## config.mk

```make
export PLATFORM = sky130hd
export DESIGN_NAME = tga_rle_pixel_decoder
export DESIGN_NICKNAME = d
export VERILOG_FILES = /design/src/hdl/tgard_pkg.sv /design/src/hdl/tgard_pixel_asm.sv /design/src/hdl/tga_rle_pixel_decoder.sv
export SDC_FILE = /design/constraint.sdc
export NUM_CORES = 1
export LEC_CHECK = 0
export BUFFER_PORTS_ARGS = -buffer_cell sky130_fd_sc_hd__buf_2
export CORE_ASPECT_RATIO = 0.75
export CORE_MARGIN = 1.5
export CORE_UTILIZATION = 35
export CTS_CLUSTER_SIZE = 8
export DETAILED_ROUTE_END_ITERATION = 7
export GPL_TIMING_DRIVEN = 0
export SLEW_MARGIN = 15
export SYNTH_ARGS = -nofsm -noshare
export SYNTH_HDL_FRONTEND = slang
export SYNTH_HIERARCHICAL = 1
export SYNTH_SLANG_ARGS = --single-unit
```

## constraint.sdc

```tcl
create_clock -name aclk -period 10.6 [get_ports aclk]
set_input_delay 0.53 -clock aclk [delete_from_list [all_inputs] [get_ports aclk]]
set_output_delay 0.53 -clock aclk [all_outputs]
set_load 0.03 [all_outputs]
```

## src/hdl/tgard_pkg.sv

```systemverilog
package tgard_pkg;

    // Widths fixed by the stream and register map
    localparam int BYTE_W  = 8;
    localparam int FMT_W   = 2;
    localparam int CNT_W   = 25;
    localparam int CIDX_W  = 2;
    localparam int REP_W   = 8;

    // Default frame size limit
    localparam longint MAX_PIXELS_DEF = 64'd16777216;

    // Pixel formats
    localparam logic [FMT_W-1:0] FMT_GRAY = 2'd0;
    localparam logic [FMT_W-1:0] FMT_BGR  = 2'd1;
    localparam logic [FMT_W-1:0] FMT_BGRA = 2'd2;

    // Register indexes
    localparam logic [CIDX_W-1:0] REG_FORMAT = 2'd0;
    localparam logic [CIDX_W-1:0] REG_COUNT  = 2'd1;
    localparam logic [CIDX_W-1:0] REG_RLE    = 2'd2;

    // Completed pixel from the byte assembler
    typedef struct packed {
        logic              done;
        logic [BYTE_W-1:0] blue;
        logic [BYTE_W-1:0] green;
        logic [BYTE_W-1:0] red;
        logic [BYTE_W-1:0] alpha;
    } pix_t;

endpackage

```

## src/hdl/tgard_pixel_asm.sv

```systemverilog
module tgard_pixel_asm
    import tgard_pkg::*;
(
    input  logic              aclk,
    input  logic              aresetn,
    input  logic              take,
    input  logic              restart,
    input  logic [BYTE_W-1:0] data_byte,
    input  logic [FMT_W-1:0]  pixel_format,
    output pix_t              pix
);

    logic [1:0]        byte_index_reg, byte_index_next;
    logic [BYTE_W-1:0] color_reg [3];
    logic              last_byte;

    // Decide whether this byte closes the pixel
    always_comb begin
        unique case (pixel_format)
            FMT_GRAY: last_byte = 1'b1;
            FMT_BGR:  last_byte = (byte_index_reg >= 2'd2);
            default:  last_byte = (byte_index_reg == 2'd3);
        endcase
    end

    // Form the pixel colours
    always_comb begin
        pix.done = last_byte;
        unique case (pixel_format)
            FMT_GRAY: begin
                pix.blue  = data_byte;
                pix.green = data_byte;
                pix.red   = data_byte;
                pix.alpha = '0;
            end
            FMT_BGR: begin
                pix.blue  = color_reg[0];
                pix.green = color_reg[1];
                pix.red   = data_byte;
                pix.alpha = '0;
            end
            default: begin
                pix.blue  = color_reg[0];
                pix.green = color_reg[1];
                pix.red   = color_reg[2];
                pix.alpha = data_byte;
            end
        endcase
    end

    // Advance the byte position
    always_comb begin
        byte_index_next = byte_index_reg;
        if (restart) begin
            byte_index_next = '0;
        end else if (take) begin
            byte_index_next = last_byte ? 2'd0 : byte_index_reg + 2'd1;
        end
    end

    // Hold the position and the early colour bytes
    always_ff @(posedge aclk) begin
        if (!aresetn) begin
            byte_index_reg <= '0;
            color_reg[0]   <= '0;
            color_reg[1]   <= '0;
            color_reg[2]   <= '0;
        end else begin
            byte_index_reg <= byte_index_next;
            if (take && !last_byte && byte_index_reg != 2'd3) begin
                color_reg[byte_index_reg] <= data_byte;
            end
        end
    end

endmodule

```

## src/hdl/tga_rle_pixel_decoder.sv

```systemverilog
// TGA run-length pixel decoder: one byte item in, at most one BGRA pixel item out.
// A pixel item is registered and offered in the cycle after its last byte is taken.
// Throughput: one byte per cycle, stalled while a full output register is not taken.
// Reset (aresetn low, synchronous): stream state cleared, header expected next,
// registers back to BGR, one pixel per frame, run-length packets on.
module tga_rle_pixel_decoder
    import tgard_pkg::*;
#(
    parameter longint MAX_PIXELS = MAX_PIXELS_DEF
) (
    input  logic              aclk,
    input  logic              aresetn,
    input  logic              cfg_wr_en,
    input  logic [CIDX_W-1:0] cfg_index,
    input  logic [CNT_W-1:0]  cfg_wdata,
    input  logic              s_valid,
    output logic              s_ready,
    input  logic [BYTE_W-1:0] s_data_byte,
    output logic              m_valid,
    input  logic              m_ready,
    output logic [BYTE_W-1:0] m_blue,
    output logic [BYTE_W-1:0] m_green,
    output logic [BYTE_W-1:0] m_red,
    output logic [BYTE_W-1:0] m_alpha,
    output logic [REP_W-1:0]  m_repeat_res,
    output logic              m_frame_end,
    output logic              m_overflow
);

    localparam int PIX_W = $clog2(MAX_PIXELS + 1);
    localparam int CW    = (PIX_W > CNT_W) ? PIX_W : CNT_W;
    localparam int RW    = (PIX_W > REP_W + 1) ? PIX_W : REP_W + 1;

    // Configuration registers
    logic [FMT_W-1:0] fmt_reg;
    logic [CNT_W-1:0] count_reg;
    logic             rle_reg;

    // Stream state
    logic             in_packet_reg, in_packet_next;
    logic             is_run_reg, is_run_next;
    logic [REP_W-1:0] left_reg, left_next;
    logic [PIX_W-1:0] done_reg, done_next;

    // Output register
    logic              m_valid_reg, m_valid_next;
    logic [BYTE_W-1:0] blue_reg, green_reg, red_reg, alpha_reg;
    logic [REP_W-1:0]  rep_reg;
    logic              fend_reg, ovf_reg;

    logic              acc, is_hdr, take, emit;
    pix_t              pix;
    logic [CW-1:0]     cnt_ext, cnt_nz, cnt_sat;
    logic [PIX_W-1:0]  cnt, remaining, done_raw;
    logic              done_lt;
    logic [REP_W-1:0]  want;
    logic [RW-1:0]     want_w, rem_w, rep_w;
    logic              fend, ovf;

    assign s_ready = !m_valid_reg || m_ready;
    assign acc     = s_valid && s_ready;
    assign is_hdr  = rle_reg && !in_packet_reg;
    assign take    = acc && !is_hdr;

    tgard_pixel_asm u_asm (
        .aclk         (aclk),
        .aresetn      (aresetn),
        .take         (take),
        .restart      (acc && is_hdr),
        .data_byte    (s_data_byte),
        .pixel_format (fmt_reg),
        .pix          (pix)
    );

    assign emit = take && pix.done;

    // Clamp the frame size
    always_comb begin
        cnt_ext = CW'(count_reg);
        cnt_nz  = (cnt_ext == '0) ? CW'(1) : cnt_ext;
        cnt_sat = (cnt_nz > CW'(MAX_PIXELS)) ? CW'(MAX_PIXELS) : cnt_nz;
        cnt     = cnt_sat[PIX_W-1:0];
    end

    // Clip the repeat to the pixels left in the frame
    always_comb begin
        want      = (rle_reg && is_run_reg) ? left_reg : REP_W'(1);
        done_lt   = (done_reg < cnt);
        remaining = done_lt ? cnt - done_reg : PIX_W'(1);
        want_w    = RW'(want);
        rem_w     = RW'(remaining);
        rep_w     = (want_w < rem_w) ? want_w : rem_w;
        done_raw  = done_lt ? done_reg + PIX_W'(rep_w) : cnt;
        fend      = (done_raw >= cnt);
    end

    // Update packet and frame state
    always_comb begin
        in_packet_next = in_packet_reg;
        is_run_next    = is_run_reg;
        left_next      = left_reg;
        done_next      = done_reg;
        ovf            = 1'b0;
        if (acc && is_hdr) begin
            in_packet_next = 1'b1;
            is_run_next    = s_data_byte[BYTE_W-1];
            left_next      = s_data_byte[BYTE_W-1] ? s_data_byte - REP_W'(127)
                                                   : s_data_byte + REP_W'(1);
        end else if (emit) begin
            done_next = fend ? '0 : done_raw;
            if (rle_reg) begin
                left_next = (left_reg >= rep_w[REP_W-1:0]) ?
                            left_reg - rep_w[REP_W-1:0] : '0;
                if (left_next == '0) begin
                    in_packet_next = 1'b0;
                end else if (fend) begin
                    ovf            = 1'b1;
                    in_packet_next = 1'b0;
                    left_next      = '0;
                end
            end
        end
    end

    // Load or drain the output register
    always_comb begin
        m_valid_next = m_valid_reg;
        if (emit) begin
            m_valid_next = 1'b1;
        end else if (m_ready) begin
            m_valid_next = 1'b0;
        end
    end

    // Control and configuration registers
    always_ff @(posedge aclk) begin
        if (!aresetn) begin
            fmt_reg       <= FMT_BGR;
            count_reg     <= CNT_W'(1);
            rle_reg       <= 1'b1;
            in_packet_reg <= 1'b0;
            is_run_reg    <= 1'b0;
            left_reg      <= '0;
            done_reg      <= '0;
            m_valid_reg   <= 1'b0;
            fend_reg      <= 1'b0;
        end else begin
            if (cfg_wr_en) begin
                unique case (cfg_index)
                    REG_FORMAT: fmt_reg   <= cfg_wdata[FMT_W-1:0];
                    REG_COUNT:  count_reg <= cfg_wdata;
                    REG_RLE:    rle_reg   <= cfg_wdata[0];
                    default:    ;
                endcase
            end
            in_packet_reg <= in_packet_next;
            is_run_reg    <= is_run_next;
            left_reg      <= left_next;
            done_reg      <= done_next;
            m_valid_reg   <= m_valid_next;
            if (emit) begin
                fend_reg <= fend;
            end
        end
    end

    // Result payload
    always_ff @(posedge aclk) begin
        if (emit) begin
            blue_reg  <= pix.blue;
            green_reg <= pix.green;
            red_reg   <= pix.red;
            alpha_reg <= pix.alpha;
            rep_reg   <= rep_w[REP_W-1:0];
            ovf_reg   <= ovf;
        end
    end

    assign m_valid      = m_valid_reg;
    assign m_blue       = blue_reg;
    assign m_green      = green_reg;
    assign m_red        = red_reg;
    assign m_alpha      = alpha_reg;
    assign m_repeat_res = rep_reg;
    assign m_frame_end  = fend_reg;
    assign m_overflow   = ovf_reg;

endmodule

```

### Word level (Yosys, flattened, before mapping)

Memories as Yosys holds them, arrays and structs flattened.
Index checks and enable logic that the tools add are counted.

* flip-flop bits (word level): 108
* output and inout bits: 44
* bits of input ports: 40
* memories: 1
* RAM bits: 24
* word-level logic and storage cells: 99

Memories
* u_asm.color_reg: words 3, width 8, read ports 3, clocked after memory_dff 0, wr ports 3, RTL line tgard_pixel_asm.sv:14 `logic [BYTE_W-1:0] color_reg [3];`

* muxes and demuxes: 32
* magnitude comparators: 6
* add/sub/neg operators: 6
* eq/ne operators: 5
* reduce and logical (&&, ||, !) cells: 30
* bitwise logic cells: 3

Operators by type and width (number)
* 2-to-1 mux 25 bit: 6
* 2-to-1 mux 8 bit: 9
* case mux 32 bit (2 select lines): 1
* adder 25 bit: 1
* >= comparator 25 bit: 1
* greater-than comparator 25 bit, second input constant: 1
* zero test 25 bit: 1
* less-than comparator 25 bit: 1
* less-than comparator 8 x 25 -> 1 bit: 1
* subtractor 25 bit: 1
* 2-to-1 mux 1 bit: 13
* AND reduction 2 bit: 5
* adder 8 x 1 -> 8 bit, second input constant: 1
* >= comparator 8 bit: 1
* logical AND 1 bit: 8
* zero test 8 bit: 1
* OR reduction 8 bit: 1
* subtractor 8 x 7 -> 8 bit, second input constant: 1
* subtractor 8 bit: 1
* nonzero test 2 bit: 3
* == test 2 x 1 -> 1 bit, second input constant: 2
* == test 2 bit, second input constant: 2
* zero test 1 bit: 4
* zero test 2 bit: 2
* other kinds (11): 14

### Logic depth before layout (Yosys ltp)

Gate-level depths: netlist of the first run.

* depth after elaboration: 16
* gate-level depth with buffers: 48

### By module

Netlist of the first run, hierarchy kept.

By module, submodules not included
* tga_rle_pixel_decoder: instances 1, area each 8600.7 sq um, sequential area each 2532.4 sq um, cells an instance 1043
* tgard_pixel_asm: instances 1, area each 1546.5 sq um, sequential area each 760.7 sq um, cells an instance 154

### Worst setup path after synthesis of the first run

Ideal clock, no wire load.

* kind: register -> register
* from: register count_reg[18] (netlist: cnt_ext[18])
* to: register done_reg[14]
* slack: 0.733 ns
* clock period less this slack: 9.867 ns
* path buffers: 6
* arrival time: 9.807 ns
* required time: 10.540 ns
* stages on the path, launching flop included: 48
* library setup time: 0.060 ns
* cells stage by stage: dfxtp_1 > nor4_1 > nand4_1 > o21ai_1 > clkbuf_1 > nand2_1 > inv_1 > ha_1 > clkbuf_1 > and4_1 > and2_1 > nand3_1 > a21oi_1 > o21a_1 > o21a_1 > clkbuf_1 > clkbuf_1 > nand2_1 > (+12 left out) > a21o_1 > a21o_1 > a2111oi_0 > nor4b_1 > o21ai_0 > a21boi_0 > or3_1 > a31o_2 > ha_1 > a21o_1 > a21o_1 > a21oi_1 > o211ai_1 > o21ai_0 > nand3_1 > nor2_1 > clkbuf_1 > a22o_1

* word-level cells in the longest chain between the ends: 12

Ends and longest elaborated chain
* start: declaration: RTL line tga_rle_pixel_decoder.sv:36 `logic [CNT_W-1:0] count_reg;`
* start signal: assignment: RTL line tga_rle_pixel_decoder.sv:151 `REG_COUNT: count_reg <= cfg_wdata;`
* zero test 25 bit: RTL line tga_rle_pixel_decoder.sv:80 `cnt_nz = (cnt_ext == '0) ? CW'(1) : cnt_ext;`
* 2-to-1 mux 25 bit *: RTL line tga_rle_pixel_decoder.sv:80
* greater-than comparator 25 bit: RTL line tga_rle_pixel_decoder.sv:81 `cnt_sat = (cnt_nz > CW'(MAX_PIXELS)) ? CW'(MAX_PIXELS) : cnt_nz;`
* 2-to-1 mux 25 bit *: RTL line tga_rle_pixel_decoder.sv:81
* subtractor 25 bit or less-than comparator 25 bit (tied branches): RTL line tga_rle_pixel_decoder.sv:89, tga_rle_pixel_decoder.sv:88
* 2-to-1 mux 25 bit *: RTL line tga_rle_pixel_decoder.sv:89 `remaining = done_lt ? cnt - done_reg : PIX_W'(1);`
* less-than comparator 8 x 25 -> 1 bit: RTL line tga_rle_pixel_decoder.sv:92 `rep_w = (want_w < rem_w) ? want_w : rem_w;`
* 2-to-1 mux 25 bit *: RTL line tga_rle_pixel_decoder.sv:92
* net rep_w[1]: RTL line tga_rle_pixel_decoder.sv:57 `logic [RW-1:0] want_w, rem_w, rep_w;`
* adder 25 bit *: RTL line tga_rle_pixel_decoder.sv:93 `done_raw = done_lt ? done_reg + PIX_W'(rep_w) : cnt;`
* 2-to-1 mux 25 bit *: RTL line tga_rle_pixel_decoder.sv:93
* >= comparator 25 bit: RTL line tga_rle_pixel_decoder.sv:94 `fend = (done_raw >= cnt);`
* 2-to-1 mux 25 bit *: RTL line tga_rle_pixel_decoder.sv:110 `done_next = fend ? '0 : done_raw;`
* end signal: assignment: RTL line tga_rle_pixel_decoder.sv:159 `done_reg <= done_next;`
* end: declaration: RTL line tga_rle_pixel_decoder.sv:43 `logic [PIX_W-1:0] done_reg, done_next;`

Mark *: on every way through the listed nets, which the timed path passes. The rest lies on a longest branch.
A chain may end at the register's enable or synchronous reset.

### Worst setup path in the final report of the first run

* from: register count_reg[0] (netlist: cnt_ext[0])
* to: register done_reg[0]

The elaborated chain is that of the path after synthesis.

==> flow_summary.ini, run 1 <==
[cells_and_area]
final_nets = 1460
stdcell_count = 1719
n_antenna_cell = 0
area_growth_pct = 18.9
most-common-layout-cells = 179 x nand2_1, 91 x ha_1, 84 x buf_2, 83 x a21oi_1, 78 x inv_1
final_area_sq_um = 12100
final_common_cell = nand2_1
layout-drive-gt1-share_pct = 16.4

[cts]
clock_path_buffers = 2
ctsHtreeMaxLevel = 4
clk_latency_ns = 0.43
cts_sinks = 132
clk_pin_slew_worst_paths_ns = 0.06
cts_tree = done
clockRootBuffer = clkbuf_16
cts_buffers = 17

[global_route]
grt_pass1_wl_mm = 48.5
grt-ovfl-total = 0
grt_usage_pct = 21.1
antenna_found_initial = 0
grt_max_degree = 41
grt_pass1_vias = 8556

[yosys]
syn_inst = 1197
syn_avg_cell_area_sq_um = 8.48
yosysSeqAreaShare_pct = 32.5
synth_ff_type = dfxtp_1
yosysUniqueCellTypes = 76
synth_edf_count = 65
ys_ff_latch = 132
yosys_warnings = 6
synthesis.area_sq_um = 10100
async_flop_share_pct = 0

[worst_setup_path]
start_kind = flop
worstPathMaxFanout = 18
slowest_delay_ns = 0.41
rrSetupSlack_ns = 0.66
worstSetupPathType = reg2reg
slowest_stage = fa_1
r2r-start = cnt_ext[0]
r2r_end = done_reg[0]
rr_worst_depth = 45
cpMostUsedCell = a21o_1
required_ns = 10.94
cp.arrival_ns = 10.28
endpoint_kind = flop

[sta]
worst_pin_slew_ns = 1.11
max_freq_mhz = 101
final_hold_viol_count = 0
setup_tns_ns = 0
period_needed_ns = 9.94
period_share_pct = 93.7
drv_slew = 0
finalSetupViolCount = 0
fin_skew_ns = 0.0103
slew_headroom_pct = 25.3

[run]
maxCapViolations = 0

[die]
io_pins = 84
chipHeight_microns = 150
die_x_microns = 200
core.rowCount = 53
die_area_sq_um = 30000
start_util_pct = 35.9
coreArea_sq_um = 28200

[placed_design]
hpwlAfterDp_mm = 24.1
place_congestion = 0.936
dp.cells = 1681
io_buffers = 83
dpl_cell_area_sq_um = 11100

[outcome]
status = complete, no violations

[detailed_routing]
avgViaCountPerCell = 5.46
routed_wl_mm = 30.7
first_iter_violations = 897
drcViolationCount = 0
drt_first_pass_iters = 6
avgRoutedWirePerCell_microns = 17.9
route.vias.total = 9382
antenna_left = 0

[pwr]
leakagePower_nw = 5.40
p_per_area_nw_per_um2 = 142
ir_drop_mv = 0.113

[hold_path]
hold_class = in2reg
worst_hold_startpoint = cfg_wdata[24]
holdPathEnd = cnt_ext[24]
hold_depth = 3
==> Yosys cell counts (all sizes together) (15+ instances only) <==
cell type,instances,share of area [%]
nand2,181,6.8
ha,96,12
a21oi,87,4.3
inv,78,2.9
o21ai,71,3.5
dfxtp,67,13
edfxtp,65,19
nor2,56,2.1
clkbuf,41,1.5
a21o,35,2.6
mux2i,31,3.1
nand3,29,1.4
nor3,28,1.6
and3,27,1.7
xnor2,20,1.7
nand4,18,1.1
mux2,17,2.0
nand2b,16,0.99
a22o,15,1.3
a31oi,15,0.92
o21a,15,1.1
xor2,15,1.3
==> kinds of logic (layout without fill, tap and decap cells) <==
logic type / count (synthesis) / after routing / share of synthesized area, %
xor gates and xnor gates: 35 / 35 / 3.02
and+or+nand+nor: 429 / 429 / 20.8
buffers and inverters: 129 / 251 / 5.08
DFF: 132 / 132 / 32.5
AOI/OAI and AO/OA: 324 / 324 / 21.1
adders and majority gates: 99 / 99 / 12.4
other: 1 / 16 / 0.0370
muxes: 48 / 48 / 5.06
==> per-layer routing <==
layer,up-vias,routed length (microns),track usage (%)
li1,4612,-,-
met1,4447,16300,34.2
met2,299,11800,27.8
met3,24,2350,4.05
met4,0,317,4.66
met5,-,0,0
==> where the power goes <==
part	internal (mW)	switching, mW
clock network	0.395	0.242
registers	0.551	0.0120
logic	0.202	0.311
total	1.15	0.564
==> worst max path at each step <==
stage	startpoint	to	slack, ns	depth (start not counted)
after floorplan	cnt_ext[18]	done_reg[14]	0.73	47
after global placement	cnt_ext[0]	done_reg[21]	-3.16	47
after detailed placement	cnt_ext[0]	done_reg[16]	-3.14	47
after CTS	cnt_ext[12]	done_reg[0]	0.02	46
after global routing	cnt_ext[18]	done_reg[0]	-0.001	46
final	cnt_ext[0]	done_reg[0]	0.66	45
==> worst max-delay path: cells and delay by family, from the launching register on <==
kind                     cells  cell delay, ns
AND/OR/NAND/NOR             10            2.24
adder cells (fa/ha/maj)      5            1.49
AO/OA/AOI/OAI               25            5.00
flip-flops                   1            0.35
buffers and inverters        4            0.69
XOR/XNOR                     1            0.08
==> area by class of cell <==
| cell class | count | area (sq um) |
|---|---|---|
| Tap cell | 385 | 482 |
| Fill cell | 2900 | 16200 |
| Buffer | 40 | 194 |
| Clock buffer | 17 | 425 |
| Inverter | 81 | 305 |
| Timing Repair Buffer | 98 | 541 |
| Multi-Input combinational cell | 951 | 6620 |
| Clock inverter | 15 | 204 |
| Sequential cell | 132 | 3290 |
==> metrics by stage <==
| stage | hold WS [ns] | setup slack, ns | util [%] | total power [mW] |
|---|---|---|---|---|
| finish | 0.332 | 0.665 | 42.7 | 1.71 |
| detailed placement | 0.463 | -3.14 | 39.4 | 1.03 |
| CTS | 0.317 | 0.0157 | 42.1 | 1.70 |
| floorplan | 0.443 | 0.733 | - | 0.903 |
| global placement | 0.458 | -3.16 | 39.3 | 1.03 |
| global route | 0.323 | -0.00141 | 42.7 | 1.80 |
==> timing repair <==
action	4_1_cts	5_1_grt
endpoints found under the setup margin	36	36
hold endpoints to repair	0	0
resized for setup	23	42
buffers inserted	9	5
pin swaps	4	10
gates cloned	0	0
hold buffers	0	0
Power figures use the tool's default switching activity.
==> run 2, diff against run 1 <==
CORE_MARGIN = unset   (was 1.5)
==> run 2 against run 1 <==
  * Die area fell by 1.2%
  * Critical path depth increased by 3
  * Clock power is 4.6% higher
  * Flip-flop and latch count unchanged
  * Register-to-register slack lost 0.25 ns
  * Maximum frequency down 2.4%
  * Design area grew 0.85%
  * Non-clock buffer count increased by 3
  * Global-route usage up 0.13 points
  * Count of clock-buffer cells in the layout unchanged
  * Utilization rose by 0.36 points
  * Critical path type unchanged
  * Highest routed layer unchanged
==> flow_summary.ini, run 2 (synthesized netlist as in run 1, its figures left out) <==
[global_route]
grt-ovfl-total = 0
grt_usage_pct = 21.2
grt_pass1_vias = 8545
grt_max_degree = 42
antenna_found_initial = 0
grt_pass1_wl_mm = 48.5

[detailed_routing]
drcViolationCount = 0
antenna_left = 0
drt_first_pass_iters = 5
avgRoutedWirePerCell_microns = 18.0
avgViaCountPerCell = 5.43
route.vias.total = 9357
routed_wl_mm = 31.0
first_iter_violations = 836

[cells_and_area]
multiInputGateArea_sq_um = 6670
stdcell_count = 1722
final_common_cell = nand2_1
n_antenna_cell = 0
most-common-layout-cells = 172 x nand2_1, 88 x ha_1, 84 x buf_2, 83 x a21oi_1, 78 x inv_1
final_nets = 1463
layout-drive-gt1-share_pct = 17.7
area_growth_pct = 19.9
fillers = 2902
regArea_sq_um = 3290

[placed_design]
dp_worst_setup_slack_ns = -3.19
io_buffers = 83
dp.cells = 1681
place_congestion = 0.914
hpwlAfterDp_mm = 24.0

[sta]
final_hold_viol_count = 0
period_needed_ns = 10.18
period_share_pct = 96.1
setup_tns_ns = 0
fin_skew_ns = 0.00934
worst_pin_slew_ns = 1.13
max_freq_mhz = 98.2
fin_ws_ns = 0.415
slew_headroom_pct = 24.0
drv_slew = 0
finalSetupViolCount = 0

[worst_setup_path]
slowest_delay_ns = 0.40
slowest_stage = a2111oi_4
cpMostUsedCell = a21o_1
endpoint_kind = flop
start_kind = flop
crit_cells = 48
cp.arrival_ns = 10.54
required_ns = 10.95
critPathTopFamily = compound AO/OA/AOI/OAI gates
cp_num_buf_inv = 6
worstPathMaxFanout = 10
worstSetupPathType = reg2reg
rr_worst_depth = 48

[die]
chipHeight_microns = 149
core.rowCount = 53
die_x_microns = 199
start_util_pct = 35.9
coreArea_sq_um = 28200
io_pins = 84
die_area_sq_um = 29700

[run]
maxCapViolations = 0

[pwr]
p_per_area_nw_per_um2 = 145
ir_drop_mv = 0.115
leakagePower_nw = 5.41

[hold_path]
hold_class = in2reg
hold_depth = 3

[cts]
clock_path_buffers = 2
clockRootBuffer = clkbuf_16
clk_pin_slew_worst_paths_ns = 0.07
ctsHtreeMaxLevel = 4
cts_tree = done
cts_sinks = 132
clk_latency_ns = 0.43
cts_buffers = 17

[outcome]
status = complete, no violations
run 2: changes by cell type in the layout (fill, tap and decap cells not counted), sizes merged:
cell	previous run	this run
bufinv	4	5
clkinvlp	4	1
clkinv	7	8
inv	81	82
buf	107	110
run 2: where the power goes:
part | total (mW) | internal (mW) | leakage (nW) | switching, mW
clock network | 0.666 | 0.420 | 0.314 | 0.246
registers | 0.563 | 0.551 | 1.19 | 0.0120
logic | 0.531 | 0.210 | 3.91 | 0.321
total | 1.76 | 1.18 | 5.41 | 0.579
run 2: timing repair:
| action | in CTS | in global routing |
|---|---|---|
| pin swaps | 4 | 13 |
| gates resized for setup | 26 | 60 |
| buffers inserted | 7 | 9 |
| hold buffers | 0 | 0 |
| endpoints found under the setup margin | 36 | 36 |
run 2: path summary, 6_finish.rpt:
| path | from | to | slack, ns |
|---|---|---|---|
| max | cnt_ext[0] | done_reg[0] | 0.42 |
| max reg2reg | cnt_ext[0] | done_reg[0] | 0.42 |
| min reg2reg | cnt_ext[20] | cnt_ext[20] | 0.48 |
| min | cfg_wdata[8] | cnt_ext[8] | 0.33 |
run 2: metal layers:
metal / up-vias / wire length (microns) / share of wire, % / global-route usage, %
li1: 4617 / - / - / -
met1: 4407 / 16000 / 52 / 33.9
met2: 313 / 12100 / 39 / 28.3
met3: 20 / 2660 / 8.6 / 5.07
met4: 0 / 276 / 0.89 / 3.65
met5: - / 0 / 0 / 0
run 2: worst register-to-register path, delay by kind of cell (launching register included):
family / cells / cell delay, ns
buffers and inverters: 6 / 1.09
AOI/OAI and AO/OA: 24 / 5.01
muxes: 1 / 0.16
adders and majority gates: 5 / 1.51
DFF: 1 / 0.35
and+or+nand+nor: 12 / 2.02
run 2: metrics by stage:
stage	instance area, sq um	utilization (%)	hold WS (ns)	total power, mW
6_report	12200	43.1	0.328	1.76
5_1_grt	12200	43.1	0.320	1.84
4_1_cts	11900	42.1	0.316	1.73
3_5_place_dp	11100	39.4	0.464	1.04
3_3_place_gp	11100	39.3	0.461	1.03
2_1_floorplan	10200	-	0.443	0.903
run 2: area by class of cell:
cell class | count | area share [%]
clock inverter | 15 | 1.86
clock buffer | 17 | 3.50
sequential | 132 | 27.1
inverter | 81 | 2.51
timing repair buffer | 100 | 4.56
buffer | 41 | 1.72
multi-input combinational | 951 | 54.8
tap | 385 | 3.96
